**src/hdl/segint_pkg.sv**
```systemverilog
// Shared types, widths, codes and helper functions of the segment intersection test.
package segint_pkg;

   // Coordinate width and the widths that follow from it.
   localparam int COORD_BITS    = 16;
   localparam int DIFF_BITS     = COORD_BITS + 1;
   localparam int PROD_BITS     = 2 * DIFF_BITS;
   localparam int NUM_COORDS    = 8;
   localparam int REQ_DATA_BITS = ((NUM_COORDS * COORD_BITS + 7) / 8) * 8;
   localparam int VERDICT_BITS  = 2;
   localparam int RSP_DATA_BITS = 8;

   // Verdict codes.
   localparam logic [VERDICT_BITS-1:0] VERDICT_CROSS    = 2'd0;
   localparam logic [VERDICT_BITS-1:0] VERDICT_PARALLEL = 2'd1;
   localparam logic [VERDICT_BITS-1:0] VERDICT_SKEW     = 2'd2;

   // Orientation of a point against a directed line.
   typedef enum logic [1:0] {
      ORI_LINE = 2'd0,
      ORI_CW   = 2'd1,
      ORI_CCW  = 2'd2
   } ori_type;

   typedef logic signed [COORD_BITS-1:0] coord_type;
   typedef logic signed [DIFF_BITS-1:0]  diff_type;
   typedef logic signed [PROD_BITS-1:0]  prod_type;

   typedef struct packed {
      coord_type x;
      coord_type y;
   } point_type;

   // Operands of one product comparison: p*q against r*s.
   typedef struct packed {
      diff_type p;
      diff_type q;
      diff_type r;
      diff_type s;
   } cmp_ops_type;

   // One product pair: lhs = p*q, rhs = r*s.
   typedef struct packed {
      prod_type lhs;
      prod_type rhs;
   } prod_pair_type;

   // Stage one result: operands of the four turns and the slope test, plus flags.
   typedef struct packed {
      cmp_ops_type t1;
      cmp_ops_type t2;
      cmp_ops_type t3;
      cmp_ops_type t4;
      cmp_ops_type slope;
      logic [3:0]  in_box;
      logic        a_zero;
      logic        b_zero;
   } diff_stage_type;

   // Stage two result: the products.
   typedef struct packed {
      prod_pair_type t1;
      prod_pair_type t2;
      prod_pair_type t3;
      prod_pair_type t4;
      prod_pair_type slope;
      logic [3:0]    in_box;
      logic          a_zero;
      logic          b_zero;
   } prod_stage_type;

   // Stage three result: orientations and the slope test.
   typedef struct packed {
      ori_type    t1;
      ori_type    t2;
      ori_type    t3;
      ori_type    t4;
      logic       slope_eq;
      logic [3:0] in_box;
      logic       a_zero;
      logic       b_zero;
   } ori_stage_type;

   // Difference b - a, one bit wider than a coordinate so it never overflows.
   function automatic diff_type diff_of(coord_type a, coord_type b);
      diff_type ea;
      diff_type eb;
      ea = DIFF_BITS'(a);
      eb = DIFF_BITS'(b);
      return eb - ea;
   endfunction

   // Exact signed product of two differences.
   function automatic prod_type mul_of(diff_type a, diff_type b);
      prod_type ea;
      prod_type eb;
      ea = PROD_BITS'(a);
      eb = PROD_BITS'(b);
      return ea * eb;
   endfunction

   // True when m lies in the bounding box of the segment from e0 to e1.
   function automatic logic in_box_of(point_type e0, point_type m, point_type e1);
      logic ok_x;
      logic ok_y;
      ok_x = (m.x <= e0.x || m.x <= e1.x) && (m.x >= e0.x || m.x >= e1.x);
      ok_y = (m.y <= e0.y || m.y <= e1.y) && (m.y >= e0.y || m.y >= e1.y);
      return ok_x && ok_y;
   endfunction

   // Orientation from a product pair.
   function automatic ori_type ori_of(prod_pair_type pp);
      ori_type o;
      if (pp.lhs == pp.rhs) begin
         o = ORI_LINE;
      end else if (pp.lhs > pp.rhs) begin
         o = ORI_CW;
      end else begin
         o = ORI_CCW;
      end
      return o;
   endfunction

endpackage

```
**src/hdl/segint_diff.sv**
```systemverilog
// Stage one: coordinate differences, bounding-box tests and zero-length flags.
module segint_diff (
   input  logic                                    clock,
   input  logic                                    reset,
   input  logic                                    load,
   input  logic                                    in_valid,
   input  logic [segint_pkg::REQ_DATA_BITS-1:0]    in_data,
   output logic                                    valid_ff,
   output segint_pkg::diff_stage_type              data_ff
);

   segint_pkg::point_type      a0;
   segint_pkg::point_type      a1;
   segint_pkg::point_type      b0;
   segint_pkg::point_type      b1;
   segint_pkg::diff_stage_type data_in;
   segint_pkg::diff_type       dxa;
   segint_pkg::diff_type       dya;
   segint_pkg::diff_type       dxb;
   segint_pkg::diff_type       dyb;

   // Unpack the points from the transfer payload, first field lowest.
   always_comb begin
      a0.x = in_data[0*segint_pkg::COORD_BITS +: segint_pkg::COORD_BITS];
      a0.y = in_data[1*segint_pkg::COORD_BITS +: segint_pkg::COORD_BITS];
      a1.x = in_data[2*segint_pkg::COORD_BITS +: segint_pkg::COORD_BITS];
      a1.y = in_data[3*segint_pkg::COORD_BITS +: segint_pkg::COORD_BITS];
      b0.x = in_data[4*segint_pkg::COORD_BITS +: segint_pkg::COORD_BITS];
      b0.y = in_data[5*segint_pkg::COORD_BITS +: segint_pkg::COORD_BITS];
      b1.x = in_data[6*segint_pkg::COORD_BITS +: segint_pkg::COORD_BITS];
      b1.y = in_data[7*segint_pkg::COORD_BITS +: segint_pkg::COORD_BITS];
   end

   // Operands of each turn: (b.y-a.y)*(c.x-b.x) against (b.x-a.x)*(c.y-b.y).
   always_comb begin
      dxa = segint_pkg::diff_of(a0.x, a1.x);
      dya = segint_pkg::diff_of(a0.y, a1.y);
      dxb = segint_pkg::diff_of(b0.x, b1.x);
      dyb = segint_pkg::diff_of(b0.y, b1.y);

      data_in.t1.p = dya;
      data_in.t1.q = segint_pkg::diff_of(a1.x, b0.x);
      data_in.t1.r = dxa;
      data_in.t1.s = segint_pkg::diff_of(a1.y, b0.y);

      data_in.t2.p = dya;
      data_in.t2.q = segint_pkg::diff_of(a1.x, b1.x);
      data_in.t2.r = dxa;
      data_in.t2.s = segint_pkg::diff_of(a1.y, b1.y);

      data_in.t3.p = dyb;
      data_in.t3.q = segint_pkg::diff_of(b1.x, a0.x);
      data_in.t3.r = dxb;
      data_in.t3.s = segint_pkg::diff_of(b1.y, a0.y);

      data_in.t4.p = dyb;
      data_in.t4.q = segint_pkg::diff_of(b1.x, a1.x);
      data_in.t4.r = dxb;
      data_in.t4.s = segint_pkg::diff_of(b1.y, a1.y);

      // Equal slopes when dya*dxb equals dyb*dxa.
      data_in.slope.p = dya;
      data_in.slope.q = dxb;
      data_in.slope.r = dyb;
      data_in.slope.s = dxa;

      data_in.in_box[0] = segint_pkg::in_box_of(a0, b0, a1);
      data_in.in_box[1] = segint_pkg::in_box_of(a0, b1, a1);
      data_in.in_box[2] = segint_pkg::in_box_of(b0, a0, b1);
      data_in.in_box[3] = segint_pkg::in_box_of(b0, a1, b1);

      data_in.a_zero = (dxa == '0) && (dya == '0);
      data_in.b_zero = (dxb == '0) && (dyb == '0);
   end

   // Stage register.
   always_ff @(posedge clock) begin
      if (reset) begin
         valid_ff <= 1'b0;
      end else if (load) begin
         valid_ff <= in_valid;
      end
   end

   always_ff @(posedge clock) begin
      if (load && in_valid) begin
         data_ff <= data_in;
      end
   end

endmodule

```
**config.mk**
```make
export PLATFORM = sky130hd
export DESIGN_NAME = segint_diff
export DESIGN_NICKNAME = d
export VERILOG_FILES = /design/src/hdl/segint_pkg.sv /design/src/hdl/segint_diff.sv
export SDC_FILE = /design/constraint.sdc
export NUM_CORES = 1
export LEC_CHECK = 0
export BUFFER_PORTS_ARGS = -buffer_cell sky130_fd_sc_hd__buf_4
export CAP_MARGIN = 0
export CORE_ASPECT_RATIO = 1.4
export CORE_MARGIN = 5
export CORE_UTILIZATION = 55
export CTS_BUF_LIST = sky130_fd_sc_hd__clkbuf_4
export DETAILED_ROUTE_END_ITERATION = 6
export GPL_TIMING_DRIVEN = 1
export MAX_ROUTING_LAYER = met4
export PLACE_DENSITY = 0.83
export SETUP_SLACK_MARGIN = 0.2
export SLEW_MARGIN = 15
export SYNTH_ARGS = -nofsm -noshare
export SYNTH_HDL_FRONTEND = slang
export SYNTH_SLANG_ARGS = --single-unit
```
**constraint.sdc**
```tcl
create_clock -name clock -period 16.55 [get_ports clock]
set_input_delay 0 -clock clock [delete_from_list [all_inputs] [get_ports clock]]
set_output_delay 0 -clock clock [all_outputs]
set_load 0.02 [all_outputs]
```
After elaboration in Yosys (flattened, before gate mapping)
Index checks and enable logic that the tools add are counted.
{"block": "word_totals", "in_bits": 132, "wordCells": 95, "out_inout_bits": 347, "regBits": 211}
{"block": "classes", "n_addsub": 12, "n_reduce_logical": 35, "order_cmp": 32}
{"op": "$ge 16x16->1", "n": 16}
{"op": "$le 16x16->1", "n": 16}
{"op": "$sub 16x16->17", "n": 12}
{"op": "$logic_not 17->1", "n": 4}
{"op": "$logic_or 1x1->1", "n": 16}
{"op": "$logic_and 1x1->1", "n": 15}

Depth between registers and ports, before layout
{"block": "depth", "depth_word": 4, "mapped_depth": 13}

Worst setup path after synthesis
OpenSTA, ideal clock, no wires.
{"block": "synth_timing", "path_kind": "in2reg", "startpoint": "in in_valid", "endpoint": "reg data_ff[0] in the netlist's numbering (enable)", "stages": 1, "n_path_buf": 0, "arrival_ns": 4.732, "setup_slack_ns": 11.224, "required_ns": 15.956, "cell_sequence": "and2_1"}
{"block": "synth_between", "elab_chain_len": 1}
{"element": "from (decl)", "line_no": "segint_diff.sv:6", "text": "input logic in_valid,"}
{"element": "$logic_and 1x1->1", "line_no": "segint_diff.sv:86", "text": "if (load && in_valid) begin"}
{"element": "to (signal assigned)", "line_no": "segint_diff.sv:87", "text": "data_ff <= data_in;"}
{"element": "to (decl)", "line_no": "segint_diff.sv:9", "text": "output segint_pkg::diff_stage_type data_ff"}
Every way passes these cells.
A chain may end at the register's enable or synchronous reset.

==> run summary <==
FF+latch count, synth: 209
Post-route ant nets: 0
Vias: 16510
Gp weighted congestion: 1.032
Logic pwr share: 41.9%
CTS sink count: 209
Sw Ratio: 37.23%
Fin worst setup slack: 12520 ps
Post-CTS sizing: 0
Hold WC Path Type: primary input to flop
Core Region: 31500 µm²
Slew Limit Fails: 0
WP data required: 17120 ps
Die X: 160.8 µm
Worst slew margin: 32.92%
Synthesized Nets: 2180
Worst Tran Pin Value: 993.3 ps
Setup Skew: 0 ps
Setup violations, final: 0
Starting Density: 55.59%
Overall Global Routing Usage: 36.89%
DR WL/cell: 23.15 µm
Die Ht: 221.1 µm
Initial antenna violation count: 2
Register area share after synthesis: 35.78%
Share of the synthesized area in the top cell type: 35.66%
RSZ-0062 raised after global routing: no
Fmax: 0.2482 GHz
Number of global-route vias before repair: 17520
Htree depth: 2
Register area: 6266 µm²
Synthesized area: 17510 µm²
CP Launch Type: primary input
1st-iter DRT viols: 1072
Vias/cell: 5.773
DRC viols: 0
Leakage power: 11.09 nW
Fill cells: 2208
VDD IR max: 71.77 µV
CTS max path bufs: 3
Internal Power: 0.001255 W
Max-cap viol count: 0
CTS tree: done
Final TNS setup: 0 ps
Crit share post-route: 24.35%
Post-CTS Setup Inserts: 0
WS Path Type: primary input to flop
Sw power: 0.0007443 W
Share of layout cells above drive strength 1: 23.51%
Die area: 35560 µm²
Post-synth EDFFs: 208
Final wirelength: 66210 µm
Clock network power share: 22.6%
Synth Instances: 1804
Post-layout minimum cycle time: 4030 ps
Multi-input gate area: 9423 µm²
Critical Path Fanout Max: 4
# port buffers: 478
Clock Latency Late Sink: 730 ps
Status: completed
HPWL after DPL: 50890 µm
Final Net Count: 2800
Post-Place Worst Slack: 12610 ps
CTS Hold Bufs: 253
Area delta synth->final: 35.19%
Synth area leader: edfxtp_1
Mapped Avg Cell Area: 9.709 µm²
First-pass GRT wire length: 99130 µm
Pin count of the biggest net entering global routing: 147
CP arrival: 4600 ps
CTS root buffer: clkbuf_4
Clock slew at reported path FFs: 80 ps
Cell variety after synth: 66
Num rows: 77
Synth area leaders: edfxtp_1, ha_1, buf_4, xnor2_1, inv_1
Hold WS: 45.49 ps
Ports: 479
Seq pwr share: 35.5%
Final hold violation count: 0
Global route overflow: 0
1st-pass router iterations: 5
Synth Flop Type: edfxtp_1
Power density over the cells: 84.44 nW/µm²
Synth async-reset ratio: 0%
CP endpoint kind: flop
CTS Buf Count: 51
YS warnings: 0
==> routing by layer <==
metal / vias to the layer above / track usage [%] / routed length [µm]
li1: 7582 / - / -
met1: 7873 / 38.26 / 23240
met2: 811 / 65.99 / 34300
met3: 244 / 4.654 / 3854
met4: 0 / 22.69 / 4811
met5: - / - / 0
==> metrics by stage <==
step | instance area [µm²] | total power, W | cells | util, %
floorplan | 17510 | 0.001190 | 1804 | -
global placement | 20490 | 0.001439 | 2513 | 65.03
detailed placement | 20490 | 0.001448 | 2513 | 65.03
CTS | 23670 | 0.001979 | 2858 | 75.14
global route | 23680 | 0.002084 | 2860 | 75.16
finish | 23680 | 0.001999 | 2860 | 75.16
==> cells by family after synthesis <==
logic type | Yosys count | synth area share, %
AOI/OAI and AO/OA | 451 | 16.40
and+or+nand+nor | 395 | 11.60
buffers and inverters | 349 | 10.44
adders and majority gates | 244 | 17.95
DFF | 209 | 35.78
xor gates and xnor gates | 151 | 7.551
muxes | 5 | 0.2858
==> area by class of cell <==
| cell class | count | area share, % |
|---|---|---|
| Tap cell | 395 | 2.087 |
| Clock inverter | 19 | 0.4492 |
| Antenna cell | 2 | 0.02114 |
| Sequential cell | 209 | 26.46 |
| Timing Repair Buffer | 733 | 25.97 |
| Inverter | 183 | 2.901 |
| Multi-Input combinational cell | 1246 | 39.80 |
| Clock buffer | 73 | 2.315 |
==> flip-flops by register name (all words and copies together), names as in the netlist <==
signal	count
valid_ff	1
data_ff	208
==> path summary, 6_finish.rpt <==
kind               start  slack (ps)  cells past startpoint           end
max          in_data[82]       12520                     15    data_ff[0]
min                 load          50                      2  data_ff[291]
max reg2reg     valid_ff       15330                      3      valid_ff
min reg2reg     valid_ff        1150                      3      valid_ff
==> power groups by stage <==
stage,Clock (W),Combinational (W),Sequential (W)
floorplan,0,0.000414,0.000776
global placement,0,0.000722,0.000717
detailed placement,0,0.000730,0.000718
CTS,0.000454,0.000817,0.000708
global route,0.000483,0.000888,0.000713
finish,0.000452,0.000838,0.000710
==> synthesized netlist by cell type, drive strengths merged (9+ instances only) <==
cell type,count
a21oi,134
a31oi,12
xnor2,92
xor2,59
and3,11
o21a,22
inv,183
nand4,29
nor3,27
a21boi,14
or2,11
buf,140
nand2b,35
nor2b,41
clkbuf,26
edfxtp,208
nor2,102
nand2,66
nor4,12
fa,12
and2,9
o21ai,93
o21bai,18
a21o,76
nand3,27
a211oi,11
ha,232
==> cell usage in the layout (no fill, tap or decap), types with 5 or more instances in the layout <==
cell type        n
nand4_1         29
nor3_1          27
nand2_1         66
xnor2_1         92
dlygate4sd3_1  253
a21oi_1        134
nor2b_1         41
buf_4          479
a31oi_1         12
o21ai_0         93
edfxtp_1       208
clkbuf_4        73
o31a_1           8
xor2_1          59
nand2b_1        35
nor4_1          10
mux2i_1          5
inv_1          183
a211oi_1        11
clkinv_2         7
and2_1           8
nand3_1         27
nor2_1         102
or3_1            6
or2_2           11
o21bai_1        18
and3_1          11
o22ai_1          8
clkinv_1        11
a21o_1          76
o21a_1          22
ha_1           232
a211o_1          5
fa_1            12
a21boi_0        14
o211ai_1         7
==> critical path: stages <==
cell and delay [ps]:
dlygate4sd3_1 550, buf_4 120, inv_1 50, ha_1 320, dlygate4sd3_1 580, xnor2_1 150, a211o_1 270, or3_1 290
a2111oi_0 330, or3b_1 420, nor4_2 300, o2111ai_1 190, a2111o_1 420, or4_1 440, nor4_2 150
(Power assumes the default switching activity.)
